**src/hdl/plr_pkg.sv**
```systemverilog
// Shared types, widths and constants of the PCM linear resampler and reblocker.
package plr_pkg;

    // Field and datapath widths
    localparam int WordW   = 32;
    localparam int SampW   = 16;
    localparam int RateW   = 18;
    localparam int PhW     = 20;
    localparam int ChunkW  = 10;
    localparam int CfgIdxW = 2;
    localparam int FmtW    = 2;

    // Result bound per input frame
    localparam int MaxResults = 16;
    localparam int CntW       = $clog2(MaxResults + 1);

    // Shared multiplier: signed MulAW x MulBW
    localparam int MulAW = 25;
    localparam int MulBW = 19;
    localparam int ProdW = MulAW + MulBW;

    // Serial divider: quotient bits and dividend magnitude width
    localparam int QuotW = SampW;
    localparam int DivNW = QuotW + RateW;

    // Single precision decode
    localparam int ExpW       = 8;
    localparam int FracW      = 23;
    localparam int DecProdW   = 39;
    localparam int ShW        = 8;
    localparam int F32Scale   = 32767;
    localparam int ExpOne     = 127;
    localparam int ExpMax     = 255;
    localparam int ShiftBase  = 150;

    // Parameter defaults and register reset values
    localparam int ChunkFramesDef = 960;
    localparam int MaxRatioDef    = 8;
    localparam int InRateRst      = 48000;
    localparam int OutRateRst     = 48000;

    typedef enum logic [CfgIdxW-1:0] {
        CFG_INPUT_RATE    = 2'd0,
        CFG_OUTPUT_RATE   = 2'd1,
        CFG_MONO_SOURCE   = 2'd2,
        CFG_SAMPLE_FORMAT = 2'd3
    } t_cfg_idx;

    localparam logic [FmtW-1:0] FMT_S16 = 2'd0;
    localparam logic [FmtW-1:0] FMT_F32 = 2'd1;

    typedef enum logic [3:0] {
        S_IDLE,
        S_DEC_MUL,
        S_DEC_SHIFT,
        S_START,
        S_LOOP,
        S_MUL_A,
        S_MUL_B,
        S_DIV_GO,
        S_DIV_WAIT,
        S_EMIT,
        S_COMMIT,
        S_TAIL,
        S_FIN
    } t_state;

endpackage

```
**src/hdl/plr_in_if.sv**
```systemverilog
// Input frame channel: valid/ready handshake with two raw words and packet end.
interface plr_in_if;
    logic                       valid;
    logic                       ready;
    logic [plr_pkg::WordW-1:0]  first_word;
    logic [plr_pkg::WordW-1:0]  second_word;
    logic                       packet_end;

    modport source (output valid, output first_word, output second_word,
                    output packet_end, input ready);
    modport sink   (input valid, input first_word, input second_word,
                    input packet_end, output ready);
endinterface

```
**src/hdl/plr_out_if.sv**
```systemverilog
// Output frame channel: valid/ready handshake with a stereo sample pair and markers.
interface plr_out_if;
    logic                              valid;
    logic                              ready;
    logic signed [plr_pkg::SampW-1:0]  left_sample;
    logic signed [plr_pkg::SampW-1:0]  right_sample;
    logic                              chunk_end;
    logic                              run_end;

    modport source (output valid, output left_sample, output right_sample,
                    output chunk_end, output run_end, input ready);
    modport sink   (input valid, input left_sample, input right_sample,
                    input chunk_end, input run_end, output ready);
endinterface

```
**src/hdl/plr_div.sv**
```systemverilog
// Restoring serial divider, one quotient bit per cycle.
module plr_div #(
    parameter int QW  = plr_pkg::QuotW,
    parameter int DVW = plr_pkg::RateW
) (
    input  logic              i_clk,
    input  logic              i_rst_n,
    input  logic              i_start,
    input  logic [QW+DVW-1:0] i_dividend,
    input  logic [DVW-1:0]    i_divisor,
    output logic              o_done,
    output logic [QW-1:0]     o_quot
);
    localparam int StepW = $clog2(QW + 1);

    logic             r_busy;
    logic [StepW-1:0] r_step;
    logic [DVW-1:0]   r_rem;
    logic [QW-1:0]    r_dd;
    logic [QW-1:0]    r_q;

    logic [DVW:0]     trial;
    logic [DVW:0]     trial_sub;
    logic             ge;

    // Upper dividend part is below the divisor, so the remainder stays in DVW bits
    always_comb begin
        trial     = {r_rem, r_dd[QW-1]};
        ge        = (trial >= {1'b0, i_divisor});
        trial_sub = trial - {1'b0, i_divisor};
    end

    always_ff @(posedge i_clk) begin
        if (!i_rst_n) begin
            r_busy <= 1'b0;
            r_step <= '0;
        end else if (i_start) begin
            r_busy <= 1'b1;
            r_step <= StepW'(QW);
        end else if (r_busy) begin
            if (r_step == '0) begin
                r_busy <= 1'b0;
            end else begin
                r_step <= r_step - 1'b1;
            end
        end
    end

    always_ff @(posedge i_clk) begin
        if (i_start) begin
            r_rem <= i_dividend[QW+DVW-1:QW];
            r_dd  <= i_dividend[QW-1:0];
        end else if (r_busy && r_step != '0) begin
            r_rem <= ge ? trial_sub[DVW-1:0] : trial[DVW-1:0];
            r_dd  <= {r_dd[QW-2:0], 1'b0};
            r_q   <= {r_q[QW-2:0], ge};
        end
    end

    assign o_done = r_busy && (r_step == '0);
    assign o_quot = r_q;

endmodule

```
**src/hdl/pcm_linear_resampler_reblocker.sv**
```systemverilog
// Top level: PCM frame decoder, linear interpolating rate converter and chunk marker.
//
// Usage: input frames arrive on i_frame (valid/ready); each request carries two raw
// channel words (s16 in the low half or f32 bits) and packet_end. Stereo 16-bit
// frames at the output rate leave on o_result, each tagged with chunk_end on every
// CHUNK_FRAMES-th frame overall and run_end on the last frame caused by a request.
// Registers are written through i_cfg_we/i_cfg_index/i_cfg_data while idle.
//
// Throughput: one frame is worked at a time; i_frame.ready is high only in idle.
// Per request: accept, then f32 decode (of the first word only with a mono source),
// per interpolated output a loop check and, for each of the two channels, a
// multiply, a multiply-accumulate, a divider launch and the divider run, then emit;
// a tail check and emit per repeated tail frame; and the start, commit and finish
// steps. The serial divider run is the longest step. The first interpolated result
// waits in the pending register and reaches the output once the next result or the
// end of work decides its run_end; at most 16 results leave per request. A stalled
// receiver holds the block in the emit or finish step.
// Reset: synchronous, active low; restores register defaults, clears history,
// phase and chunk count. No clearing pass is needed.
module pcm_linear_resampler_reblocker #(
    parameter int CHUNK_FRAMES = plr_pkg::ChunkFramesDef,
    parameter int MAX_RATIO    = plr_pkg::MaxRatioDef
) (
    input  logic                          i_clk,
    input  logic                          i_rst_n,
    plr_in_if.sink                        i_frame,
    plr_out_if.source                     o_result,
    input  logic                          i_cfg_we,
    input  logic [plr_pkg::CfgIdxW-1:0]   i_cfg_index,
    input  logic [plr_pkg::RateW-1:0]     i_cfg_data
);
    localparam int SampW  = plr_pkg::SampW;
    localparam int RateW  = plr_pkg::RateW;
    localparam int PhW    = plr_pkg::PhW;
    localparam int ProdW  = plr_pkg::ProdW;
    localparam int MulAW  = plr_pkg::MulAW;
    localparam int MulBW  = plr_pkg::MulBW;
    localparam int DiffW  = SampW + 1;
    localparam int RatioW = $clog2(MAX_RATIO + 1);
    localparam int LimW   = RateW + RatioW;
    localparam int ChunkW = plr_pkg::ChunkW;
    localparam int CntW   = plr_pkg::CntW;
    localparam int ExpW   = plr_pkg::ExpW;
    localparam int FracW  = plr_pkg::FracW;
    localparam int ShW    = plr_pkg::ShW;

    // Configuration
    logic [RateW-1:0]          r_in_rate;
    logic [RateW-1:0]          r_dst_rate;
    logic                      r_mono;
    logic [plr_pkg::FmtW-1:0]  r_fmt;

    // Control state
    plr_pkg::t_state r_state, n_state;
    logic                r_have_prev, n_have_prev;
    logic [RateW-1:0]    r_phase, n_phase;
    logic [ChunkW-1:0]   r_chunk, n_chunk;
    logic [CntW-1:0]     r_cnt, n_cnt;
    logic                r_out_v, n_out_v;
    logic                r_pend_v, n_pend_v;
    logic                r_stop, n_stop;
    logic                r_tail, n_tail;
    logic                r_ch, n_ch;
    logic signed [SampW-1:0] r_prev_l, n_prev_l;
    logic signed [SampW-1:0] r_prev_r, n_prev_r;

    // Datapath registers
    logic [plr_pkg::WordW-1:0] r_w0, n_w0;
    logic [plr_pkg::WordW-1:0] r_w1, n_w1;
    logic                      r_end, n_end;
    logic [PhW-1:0]            r_ph, n_ph;
    logic signed [ProdW-1:0]   r_acc, n_acc;
    logic                      r_neg, n_neg;
    logic signed [SampW-1:0]   r_cur_l, n_cur_l;
    logic signed [SampW-1:0]   r_cur_r, n_cur_r;
    logic signed [SampW-1:0]   r_res_l, n_res_l;
    logic signed [SampW-1:0]   r_res_r, n_res_r;
    logic signed [SampW-1:0]   r_pend_l, n_pend_l;
    logic signed [SampW-1:0]   r_pend_r, n_pend_r;
    logic                      r_pend_ce, n_pend_ce;
    logic signed [SampW-1:0]   r_out_l, n_out_l;
    logic signed [SampW-1:0]   r_out_r, n_out_r;
    logic                      r_out_ce, n_out_ce;
    logic                      r_out_re, n_out_re;

    // Combinational helpers
    logic                     accept;
    logic                     cfg_ok;
    logic [LimW-1:0]          rate_lim;
    logic                     out_free;
    logic [PhW-1:0]           ph_plus_ri;
    logic [PhW-1:0]           ro_ext;
    logic [PhW-1:0]           two_ro;
    logic [ChunkW-1:0]        chunk_inc;
    logic signed [SampW-1:0]  hist_a;
    logic signed [SampW-1:0]  cur_b;
    logic signed [DiffW-1:0]  diff;
    logic signed [MulAW-1:0]  mul_a;
    logic signed [MulBW-1:0]  mul_b;
    logic signed [ProdW-1:0]  prod;
    logic [ProdW-1:0]         acc_mag;
    logic                     div_start;
    logic                     div_done;
    logic [SampW-1:0]         div_q;
    logic signed [SampW-1:0]  div_res;

    // f32 decode of the word of the current channel
    logic [plr_pkg::WordW-1:0] dec_word;
    logic                      dec_sign;
    logic [ExpW-1:0]           dec_exp;
    logic [FracW-1:0]          dec_frac;
    logic [FracW:0]            dec_mant;
    logic [ExpW-1:0]           dec_e;
    logic [ShW-1:0]            dec_sh;
    logic [plr_pkg::DecProdW-1:0] dec_shifted;
    logic [SampW-1:0]          dec_mag;
    logic signed [SampW-1:0]   dec_val;

    assign accept   = i_frame.valid && i_frame.ready;
    assign out_free = !r_out_v || o_result.ready;

    assign rate_lim = LimW'(r_in_rate) * LimW'(MAX_RATIO);
    assign cfg_ok   = (r_fmt == plr_pkg::FMT_S16 || r_fmt == plr_pkg::FMT_F32) &&
                      (r_in_rate != '0) && (r_dst_rate != '0) &&
                      (LimW'(r_dst_rate) <= rate_lim);

    assign ph_plus_ri = r_ph + PhW'(r_in_rate);
    assign ro_ext     = PhW'(r_dst_rate);
    assign two_ro     = PhW'({r_dst_rate, 1'b0});
    assign chunk_inc  = r_chunk + 1'b1;

    always_comb begin
        dec_word = r_ch ? r_w1 : r_w0;
        dec_sign = dec_word[plr_pkg::WordW-1];
        dec_exp  = dec_word[FracW +: ExpW];
        dec_frac = dec_word[FracW-1:0];
        dec_mant = (dec_exp != '0) ? {1'b1, dec_frac} : {1'b0, dec_frac};
        dec_e    = (dec_exp != '0) ? dec_exp : ExpW'(1);
        dec_sh   = ShW'(plr_pkg::ShiftBase) - dec_e;
        // Product m*32767 sits in the low bits of the accumulator
        dec_shifted = r_acc[plr_pkg::DecProdW-1:0] >> dec_sh;
        if (dec_exp == ExpW'(plr_pkg::ExpMax) && dec_frac != '0) begin
            dec_mag = '0;
        end else if (dec_exp >= ExpW'(plr_pkg::ExpOne)) begin
            dec_mag = SampW'(plr_pkg::F32Scale);
        end else begin
            dec_mag = dec_shifted[SampW-1:0];
        end
        dec_val = dec_sign ? -signed'(dec_mag) : signed'(dec_mag);
    end

    // Shared multiplier operand selection
    always_comb begin
        hist_a = r_ch ? r_prev_r : r_prev_l;
        cur_b  = r_ch ? r_cur_r : r_cur_l;
        diff   = DiffW'(cur_b) - DiffW'(hist_a);
        mul_a  = '0;
        mul_b  = '0;
        unique case (r_state)
            plr_pkg::S_DEC_MUL: begin
                mul_a = signed'(MulAW'(dec_mant));
                mul_b = signed'(MulBW'(plr_pkg::F32Scale));
            end
            plr_pkg::S_MUL_A: begin
                mul_a = MulAW'(hist_a);
                mul_b = signed'(MulBW'(r_dst_rate));
            end
            plr_pkg::S_MUL_B: begin
                mul_a = MulAW'(diff);
                mul_b = signed'(MulBW'(r_ph[RateW-1:0]));
            end
            default: begin
                mul_a = '0;
                mul_b = '0;
            end
        endcase
        prod = ProdW'(mul_a) * ProdW'(mul_b);
    end

    assign acc_mag = r_acc[ProdW-1] ? unsigned'(-r_acc) : unsigned'(r_acc);
    assign div_res = r_neg ? -signed'(div_q) : signed'(div_q);

    plr_div #(
        .QW  (plr_pkg::QuotW),
        .DVW (RateW)
    ) u_div (
        .i_clk      (i_clk),
        .i_rst_n    (i_rst_n),
        .i_start    (div_start),
        .i_dividend (acc_mag[plr_pkg::DivNW-1:0]),
        .i_divisor  (r_dst_rate),
        .o_done     (div_done),
        .o_quot     (div_q)
    );

    // Sequencer: next state and datapath updates
    always_comb begin
        n_state     = r_state;
        n_have_prev = r_have_prev;
        n_phase     = r_phase;
        n_chunk     = r_chunk;
        n_cnt       = r_cnt;
        n_out_v     = r_out_v && !o_result.ready;
        n_pend_v    = r_pend_v;
        n_stop      = r_stop;
        n_tail      = r_tail;
        n_ch        = r_ch;
        n_prev_l    = r_prev_l;
        n_prev_r    = r_prev_r;
        n_w0        = r_w0;
        n_w1        = r_w1;
        n_end       = r_end;
        n_ph        = r_ph;
        n_acc       = r_acc;
        n_neg       = r_neg;
        n_cur_l     = r_cur_l;
        n_cur_r     = r_cur_r;
        n_res_l     = r_res_l;
        n_res_r     = r_res_r;
        n_pend_l    = r_pend_l;
        n_pend_r    = r_pend_r;
        n_pend_ce   = r_pend_ce;
        n_out_l     = r_out_l;
        n_out_r     = r_out_r;
        n_out_ce    = r_out_ce;
        n_out_re    = r_out_re;
        div_start   = 1'b0;

        unique case (r_state)
            plr_pkg::S_IDLE: begin
                if (accept) begin
                    n_w0   = i_frame.first_word;
                    n_w1   = i_frame.second_word;
                    n_end  = i_frame.packet_end;
                    n_cnt  = '0;
                    n_stop = 1'b0;
                    n_ch   = 1'b0;
                    if (!cfg_ok) begin
                        // Drop the frame; packet end still resets the history
                        if (i_frame.packet_end) begin
                            n_have_prev = 1'b0;
                            n_phase     = '0;
                        end
                    end else if (r_fmt == plr_pkg::FMT_S16) begin
                        n_cur_l = signed'(i_frame.first_word[SampW-1:0]);
                        n_cur_r = r_mono ? signed'(i_frame.first_word[SampW-1:0])
                                         : signed'(i_frame.second_word[SampW-1:0]);
                        n_state = plr_pkg::S_START;
                    end else begin
                        n_state = plr_pkg::S_DEC_MUL;
                    end
                end
            end

            plr_pkg::S_DEC_MUL: begin
                n_acc   = prod;
                n_state = plr_pkg::S_DEC_SHIFT;
            end

            plr_pkg::S_DEC_SHIFT: begin
                if (!r_ch) begin
                    n_cur_l = dec_val;
                    if (r_mono) begin
                        n_cur_r = dec_val;
                        n_state = plr_pkg::S_START;
                    end else begin
                        n_ch    = 1'b1;
                        n_state = plr_pkg::S_DEC_MUL;
                    end
                end else begin
                    n_cur_r = dec_val;
                    n_state = plr_pkg::S_START;
                end
            end

            plr_pkg::S_START: begin
                if (r_have_prev) begin
                    n_ph    = PhW'(r_phase);
                    n_state = plr_pkg::S_LOOP;
                end else begin
                    n_ph    = '0;
                    n_state = plr_pkg::S_COMMIT;
                end
            end

            plr_pkg::S_LOOP: begin
                if (r_ph < ro_ext) begin
                    if (r_end && (ph_plus_ri > two_ro)) begin
                        // Tail would run past the packet: stop here
                        n_stop  = 1'b1;
                        n_state = plr_pkg::S_COMMIT;
                    end else begin
                        n_ch    = 1'b0;
                        n_state = plr_pkg::S_MUL_A;
                    end
                end else begin
                    n_ph    = r_ph - ro_ext;
                    n_state = plr_pkg::S_COMMIT;
                end
            end

            plr_pkg::S_MUL_A: begin
                n_acc   = prod;
                n_state = plr_pkg::S_MUL_B;
            end

            plr_pkg::S_MUL_B: begin
                n_acc   = r_acc + prod;
                n_state = plr_pkg::S_DIV_GO;
            end

            plr_pkg::S_DIV_GO: begin
                div_start = 1'b1;
                n_neg     = r_acc[ProdW-1];
                n_state   = plr_pkg::S_DIV_WAIT;
            end

            plr_pkg::S_DIV_WAIT: begin
                if (div_done) begin
                    if (!r_ch) begin
                        n_res_l = div_res;
                        n_ch    = 1'b1;
                        n_state = plr_pkg::S_MUL_A;
                    end else begin
                        n_res_r = div_res;
                        n_tail  = 1'b0;
                        n_state = plr_pkg::S_EMIT;
                    end
                end
            end

            plr_pkg::S_EMIT: begin
                if (r_cnt >= CntW'(plr_pkg::MaxResults)) begin
                    // Over the bound: drop the result, keep the phase moving
                    n_ph    = ph_plus_ri;
                    n_state = r_tail ? plr_pkg::S_TAIL : plr_pkg::S_LOOP;
                end else if (!r_pend_v || out_free) begin
                    if (r_pend_v) begin
                        n_out_v  = 1'b1;
                        n_out_l  = r_pend_l;
                        n_out_r  = r_pend_r;
                        n_out_ce = r_pend_ce;
                        n_out_re = 1'b0;
                    end
                    n_pend_v = 1'b1;
                    n_pend_l = r_res_l;
                    n_pend_r = r_res_r;
                    if (chunk_inc >= ChunkW'(CHUNK_FRAMES)) begin
                        n_pend_ce = 1'b1;
                        n_chunk   = '0;
                    end else begin
                        n_pend_ce = 1'b0;
                        n_chunk   = chunk_inc;
                    end
                    n_cnt   = r_cnt + 1'b1;
                    n_ph    = ph_plus_ri;
                    n_state = r_tail ? plr_pkg::S_TAIL : plr_pkg::S_LOOP;
                end
            end

            plr_pkg::S_COMMIT: begin
                n_prev_l    = r_cur_l;
                n_prev_r    = r_cur_r;
                n_have_prev = 1'b1;
                n_state     = (r_end && !r_stop) ? plr_pkg::S_TAIL : plr_pkg::S_FIN;
            end

            plr_pkg::S_TAIL: begin
                // Repeat the last frame to fill out the packet
                if (ph_plus_ri <= ro_ext) begin
                    n_res_l = r_cur_l;
                    n_res_r = r_cur_r;
                    n_tail  = 1'b1;
                    n_state = plr_pkg::S_EMIT;
                end else begin
                    n_state = plr_pkg::S_FIN;
                end
            end

            plr_pkg::S_FIN: begin
                if (!r_pend_v || out_free) begin
                    if (r_pend_v) begin
                        n_out_v  = 1'b1;
                        n_out_l  = r_pend_l;
                        n_out_r  = r_pend_r;
                        n_out_ce = r_pend_ce;
                        n_out_re = 1'b1;
                        n_pend_v = 1'b0;
                    end
                    if (r_end) begin
                        n_have_prev = 1'b0;
                        n_phase     = '0;
                    end else begin
                        n_phase = r_ph[RateW-1:0];
                    end
                    n_state = plr_pkg::S_IDLE;
                end
            end

            default: begin
                n_state = plr_pkg::S_IDLE;
            end
        endcase
    end

    // Configuration registers
    always_ff @(posedge i_clk) begin
        if (!i_rst_n) begin
            r_in_rate  <= RateW'(plr_pkg::InRateRst);
            r_dst_rate <= RateW'(plr_pkg::OutRateRst);
            r_mono     <= 1'b0;
            r_fmt      <= plr_pkg::FMT_S16;
        end else if (i_cfg_we) begin
            unique case (plr_pkg::t_cfg_idx'(i_cfg_index))
                plr_pkg::CFG_INPUT_RATE:    r_in_rate  <= i_cfg_data;
                plr_pkg::CFG_OUTPUT_RATE:   r_dst_rate <= i_cfg_data;
                plr_pkg::CFG_MONO_SOURCE:   r_mono     <= i_cfg_data[0];
                plr_pkg::CFG_SAMPLE_FORMAT: r_fmt      <= i_cfg_data[plr_pkg::FmtW-1:0];
                default: ;
            endcase
        end
    end

    // Control state
    always_ff @(posedge i_clk) begin
        if (!i_rst_n) begin
            r_state     <= plr_pkg::S_IDLE;
            r_have_prev <= 1'b0;
            r_phase     <= '0;
            r_chunk     <= '0;
            r_cnt       <= '0;
            r_out_v     <= 1'b0;
            r_pend_v    <= 1'b0;
            r_stop      <= 1'b0;
            r_tail      <= 1'b0;
            r_ch        <= 1'b0;
            r_prev_l    <= '0;
            r_prev_r    <= '0;
        end else begin
            r_state     <= n_state;
            r_have_prev <= n_have_prev;
            r_phase     <= n_phase;
            r_chunk     <= n_chunk;
            r_cnt       <= n_cnt;
            r_out_v     <= n_out_v;
            r_pend_v    <= n_pend_v;
            r_stop      <= n_stop;
            r_tail      <= n_tail;
            r_ch        <= n_ch;
            r_prev_l    <= n_prev_l;
            r_prev_r    <= n_prev_r;
        end
    end

    // Datapath registers
    always_ff @(posedge i_clk) begin
        r_w0      <= n_w0;
        r_w1      <= n_w1;
        r_end     <= n_end;
        r_ph      <= n_ph;
        r_acc     <= n_acc;
        r_neg     <= n_neg;
        r_cur_l   <= n_cur_l;
        r_cur_r   <= n_cur_r;
        r_res_l   <= n_res_l;
        r_res_r   <= n_res_r;
        r_pend_l  <= n_pend_l;
        r_pend_r  <= n_pend_r;
        r_pend_ce <= n_pend_ce;
        r_out_l   <= n_out_l;
        r_out_r   <= n_out_r;
        r_out_ce  <= n_out_ce;
        r_out_re  <= n_out_re;
    end

    assign i_frame.ready         = (r_state == plr_pkg::S_IDLE);
    assign o_result.valid        = r_out_v;
    assign o_result.left_sample  = r_out_l;
    assign o_result.right_sample = r_out_r;
    assign o_result.chunk_end    = r_out_ce;
    assign o_result.run_end      = r_out_re;

endmodule
```
**src/flat_wrapper.sv**
```systemverilog
// flat-port wrapper written by rule: the top's interface ports become plain ports
module pcm_linear_resampler_reblocker_flat 
#(
    parameter int CHUNK_FRAMES = plr_pkg::ChunkFramesDef,
    parameter int MAX_RATIO    = plr_pkg::MaxRatioDef
)
  (i_clk, i_rst_n, i_cfg_we, i_cfg_index, i_cfg_data, i_frame_valid, i_frame_first_word, i_frame_second_word, i_frame_packet_end, i_frame_ready, o_result_valid, o_result_left_sample, o_result_right_sample, o_result_chunk_end, o_result_run_end, o_result_ready);
  plr_in_if i_frame_i ();
  plr_out_if o_result_i ();
  input  logic i_clk;
  input  logic i_rst_n;
  input  logic i_cfg_we;
  input  logic [plr_pkg::CfgIdxW-1:0] i_cfg_index;
  input  logic [plr_pkg::RateW-1:0] i_cfg_data;
  input wire logic [$bits(i_frame_i.valid)-1:0] i_frame_valid;
  input wire logic [$bits(i_frame_i.first_word)-1:0] i_frame_first_word;
  input wire logic [$bits(i_frame_i.second_word)-1:0] i_frame_second_word;
  input wire logic [$bits(i_frame_i.packet_end)-1:0] i_frame_packet_end;
  output wire logic [$bits(i_frame_i.ready)-1:0] i_frame_ready;
  output wire logic [$bits(o_result_i.valid)-1:0] o_result_valid;
  output wire logic [$bits(o_result_i.left_sample)-1:0] o_result_left_sample;
  output wire logic [$bits(o_result_i.right_sample)-1:0] o_result_right_sample;
  output wire logic [$bits(o_result_i.chunk_end)-1:0] o_result_chunk_end;
  output wire logic [$bits(o_result_i.run_end)-1:0] o_result_run_end;
  input wire logic [$bits(o_result_i.ready)-1:0] o_result_ready;
  assign i_frame_i.valid = i_frame_valid;
  assign i_frame_i.first_word = i_frame_first_word;
  assign i_frame_i.second_word = i_frame_second_word;
  assign i_frame_i.packet_end = i_frame_packet_end;
  assign i_frame_ready = i_frame_i.ready;
  assign o_result_valid = o_result_i.valid;
  assign o_result_left_sample = o_result_i.left_sample;
  assign o_result_right_sample = o_result_i.right_sample;
  assign o_result_chunk_end = o_result_i.chunk_end;
  assign o_result_run_end = o_result_i.run_end;
  assign o_result_i.ready = o_result_ready;
  pcm_linear_resampler_reblocker #(.CHUNK_FRAMES(CHUNK_FRAMES), .MAX_RATIO(MAX_RATIO)) u_core (.i_clk(i_clk), .i_rst_n(i_rst_n), .i_frame(i_frame_i), .o_result(o_result_i), .i_cfg_we(i_cfg_we), .i_cfg_index(i_cfg_index), .i_cfg_data(i_cfg_data));
endmodule
```
**config.mk**
```make
export PLATFORM = sky130hd
export DESIGN_NAME = pcm_linear_resampler_reblocker_flat
export DESIGN_NICKNAME = d
export VERILOG_FILES = /design/src/hdl/plr_pkg.sv /design/src/hdl/plr_in_if.sv /design/src/hdl/plr_out_if.sv /design/src/hdl/plr_div.sv /design/src/hdl/pcm_linear_resampler_reblocker.sv /design/src/flat_wrapper.sv
export SDC_FILE = /design/constraint.sdc
export NUM_CORES = 2
export LEC_CHECK = 0
export BUFFER_PORTS_ARGS = -buffer_cell sky130_fd_sc_hd__buf_2
export CAP_MARGIN = 0
export CORE_UTILIZATION = 50
export DETAILED_ROUTE_END_ITERATION = 7
export GPL_TIMING_DRIVEN = 1
export PLACE_DENSITY = 0.72
export SLEW_MARGIN = 20
export SYNTH_ARGS = -nofsm -noshare
export SYNTH_HDL_FRONTEND = slang
export SYNTH_SLANG_ARGS = --single-unit
```
**constraint.sdc**
```tcl
create_clock -name i_clk -period 16.1 [get_ports i_clk]
set_clock_uncertainty 0.15 [all_clocks]
set_input_delay 3.22 -clock i_clk [delete_from_list [all_inputs] [get_ports i_clk]]
set_output_delay 3.22 -clock i_clk [all_outputs]
set_load 0.01 [all_outputs]
```
==> results.py <==
metrics = {
    "worst_setup_path": {
        "crit_top_cell": "fa_1",
        "crit_fanout": 68,
        "end_kind": "register",
        "critPathLaunchType": "register",
        "cpPeakStageDelay_ps": 800,
        "critPathArrivalTime_ps": 14100,
        "critPathSlowestCell": "buf_4",
        "critPathKind": "register to register",
        "r2r_cells": 46,
        "r2r_end": "u_core.r_acc[42]$_DFFE_PP_",
        "crit_start": "u_core.r_ch$_SDFFE_PN0P_",
        "cp-endpoint": "u_core.r_acc[42]$_DFFE_PP_",
        "critPathRequiredTime_ps": 16320,
        "rr_startpoint": "u_core.r_ch$_SDFFE_PN0P_",
        "r2r_setup_slack_ps": 2210,
    },
    "synthesis": {
        "syn_inst": 4910,
        "synth_xor_area_share_pct": 3.90,
        "synth-compound-area-share_pct": 14.6,
        "yosys.area_share.simple_pct": 15.1,
        "async_reset_ff_share_pct": 0,
        "syn_area_sq_mm": 0.0445,
        "synth.distinct_cells": 112,
        "ys_ff_latch": 431,
        "synth_nets": 5738,
        "syn_area_per_cell_sq_um": 9.06,
        "ys_seq_area_share_pct": 26.4,
        "synthTopCellsByArea": "edfxtp_1, fa_1, ha_1",
        "synthMuxAreaShare_pct": 3.96,
        "synth_edf_count": 311,
        "yosys.area.top_type": "edfxtp_1",
        "synthAdderAreaFrac_pct": 28.3,
        "ys.flop_type": "edfxtp_1",
        "synth_top_family_by_area": "adder cells",
        "synth_top_area_share_pct": 21.0,
        "ys_warn_count": 0,
    },
    "cts": {
        "insertion_delay_ps": 630,
        "cts_tree": "yes",
        "post_cts.repair.setup_buffers": 0,
        "clockBufferDepth": 3,
        "cts_buffers": 48,
        "cts.sinks": 431,
        "clkTransAtPathRegs_ps": 70,
        "htreeDepth": 2,
        "ctsResizeCount": 0,
        "root_buffer": "clkbuf_16",
        "holdBufCountCts": 0,
    },
    "die": {
        "core_sq_mm": 0.0882,
        "die-area_sq_mm": 0.0902,
        "die_y_microns": 300,
        "fp-row-count": 109,
        "ios": 126,
        "die_x_microns": 300,
        "start_util_pct": 50.4,
    },
    "route": {
        "routed_wl_microns": 131000,
        "via_count": 36500,
        "drc_errors": 0,
        "drtIter0Drc": 3605,
        "vias_per_cell": 5.92,
        "dr.pass1.iters": 6,
        "ant_nets": 0,
        "wire_per_inst_microns": 21.2,
    },
    "min_path": {
        "min_path_type": "register to register",
        "worstHoldStart": "u_core.r_res_r[9]$_DFFE_PP_",
    },
    "grt": {
        "grt_util_met2_pct": 46.3,
        "antenna_found_initial": 3,
        "grt_pass1_wl_microns": 205000,
        "grt_overflow_total": 0,
        "met1_usage_pct": 39.4,
        "grt_max_degree": 72,
        "grt_pass1_vias": 35700,
        "grt_usage_pct": 29.3,
        "grt_busiest_layer": "met2",
        "gr-usage-met3_pct": 5.97,
    },
    "outcome": {
        "status": "complete, no violations",
    },
    "timing": {
        "holdWs_ps": 265,
        "slew_headroom_pct": 22.2,
        "fin_setup_tns_ps": 0,
        "fin_ws_ps": 2210,
        "setup_viol": 0,
        "fin_crit_ps": 13890,
        "rsz0062_at_grt": "no",
        "clock.fmax_mhz": 72.0,
        "tightest_slew_ps": 1160,
        "hold_viol": 0,
        "maxSlewViolCount": 0,
        "finalCritPeriodShare_pct": 86.3,
    },
    "pwr": {
        "p_leak_nw": 21.2,
        "finalPower_mw": 8.43,
        "peakVddDrop_v": 0.000149,
        "power_density_mw_per_mm2": 176,
    },
    "job": {
        "maxCapViolations": 0,
    },
    "cells_and_area": {
        "final_cell_mix": "inv_1, nand2_1, fa_1",
        "final_util_pct": 54.4,
        "drive_gt1_share_pct": 7.87,
        "final_common_cell": "inv_1",
        "syn_to_final_growth_pct": 7.80,
        "fin_nets": 5784,
        "stdcell_area_sq_mm": 0.0480,
        "stdcell_count": 6163,
    },
    "placement": {
        "gp_congestion": 0.990,
        "dpl_worst_slack_ps": 2470,
        "dpl.hpwl_microns": 104000,
        "io_buffers": 125,
        "dpl.cell_count": 6070,
        "placed_cell_area_sq_mm": 0.0463,
    },
}
state kept, by name, summed over array words and instances, names as in the netlist, 18 cells and up:
register / cells
u_core.u_div.r_rem: 18
u_core.r_acc: 44
u_core.r_in_rate: 18
u_core.r_phase: 18
u_core.r_w1: 32
u_core.r_dst_rate: 18
u_core.r_ph: 20
u_core.r_w0: 32
metal layers:
layer	vias to the layer above	part of all wire, %	wire length, microns
met2	1649	45	59500
met3	351	9.3	12200
met4	0	4.5	5950
li1	16700	-	-
met1	17800	41	53300
met5	-	0	0
worst max-delay path, delay by kind of cell (launching register included):
kind / cells / cell delay (ps)
xor+xnor: 2 / 360
flops: 1 / 590
compound gates: 22 / 5760
simple gates: 4 / 570
fa+ha+maj: 9 / 4110
mux: 2 / 670
buf+inv: 7 / 1290
power by group:
part / leakage [nW] / switching (mW) / internal (mW)
logic: 16.5 / 3.49 / 1.99
registers: 3.85 / 0.334 / 1.47
clock network: 0.794 / 0.506 / 0.638
worst min-delay path by stage:
stage / end / cells past startpoint
global placement: u_core.r_pend_l[12]$_DFFE_PP_ / 0
global route: u_core.r_pend_r[7]$_DFFE_PP_ / 0
detailed placement: u_core.o_result.left_sample[7]$_DFFE_PP_ / 0
CTS: u_core.r_pend_r[9]$_DFFE_PP_ / 0
floorplan: u_core.o_result.chunk_end$_DFFE_PP_ / 0
finish: u_core.r_pend_r[9]$_DFFE_PP_ / 0
kinds of logic after synthesis:
family,Yosys count
xor gates and xnor gates,198
and+or+nand+nor,1506
AOI/OAI and AO/OA,987
DFF,431
adders and majority gates,738
buffers and inverters,882
muxes,168
cell type report:
cell class / instances / area (sq um)
diodes: 2 / 5.00
well taps: 1165 / 1460
clock buffers: 61 / 1310
multi-input cells: 3597 / 29400
clock inverters: 29 / 330
flip-flops and latches: 431 / 11700
fillers: 7848 / 40300
repair buffers: 190 / 1120
inverters: 688 / 2580
Yosys cell counts (all sizes together) (13+ instances only):
| cell | n |
|---|---|
| a211oi | 31 |
| a21boi | 24 |
| a21o | 68 |
| a21oi | 270 |
| a22o | 16 |
| a22oi | 28 |
| a31oi | 18 |
| and2 | 33 |
| and3 | 31 |
| buf | 36 |
| clkbuf | 158 |
| dfxtp | 120 |
| edfxtp | 311 |
| fa | 450 |
| ha | 288 |
| inv | 688 |
| mux2 | 34 |
| mux2i | 132 |
| nand2 | 669 |
| nand2b | 24 |
| nand3 | 73 |
| nand4 | 39 |
| nor2 | 423 |
| nor2b | 58 |
| nor3 | 44 |
| nor4 | 31 |
| o211ai | 32 |
| o21a | 52 |
| o21ai | 230 |
| o21bai | 19 |
| o221ai | 15 |
| o22a | 13 |
| o22ai | 29 |
| o31ai | 28 |
| or2 | 16 |
| or3 | 26 |
| xnor2 | 110 |
| xor2 | 88 |
Power figures use the tool's default switching activity.
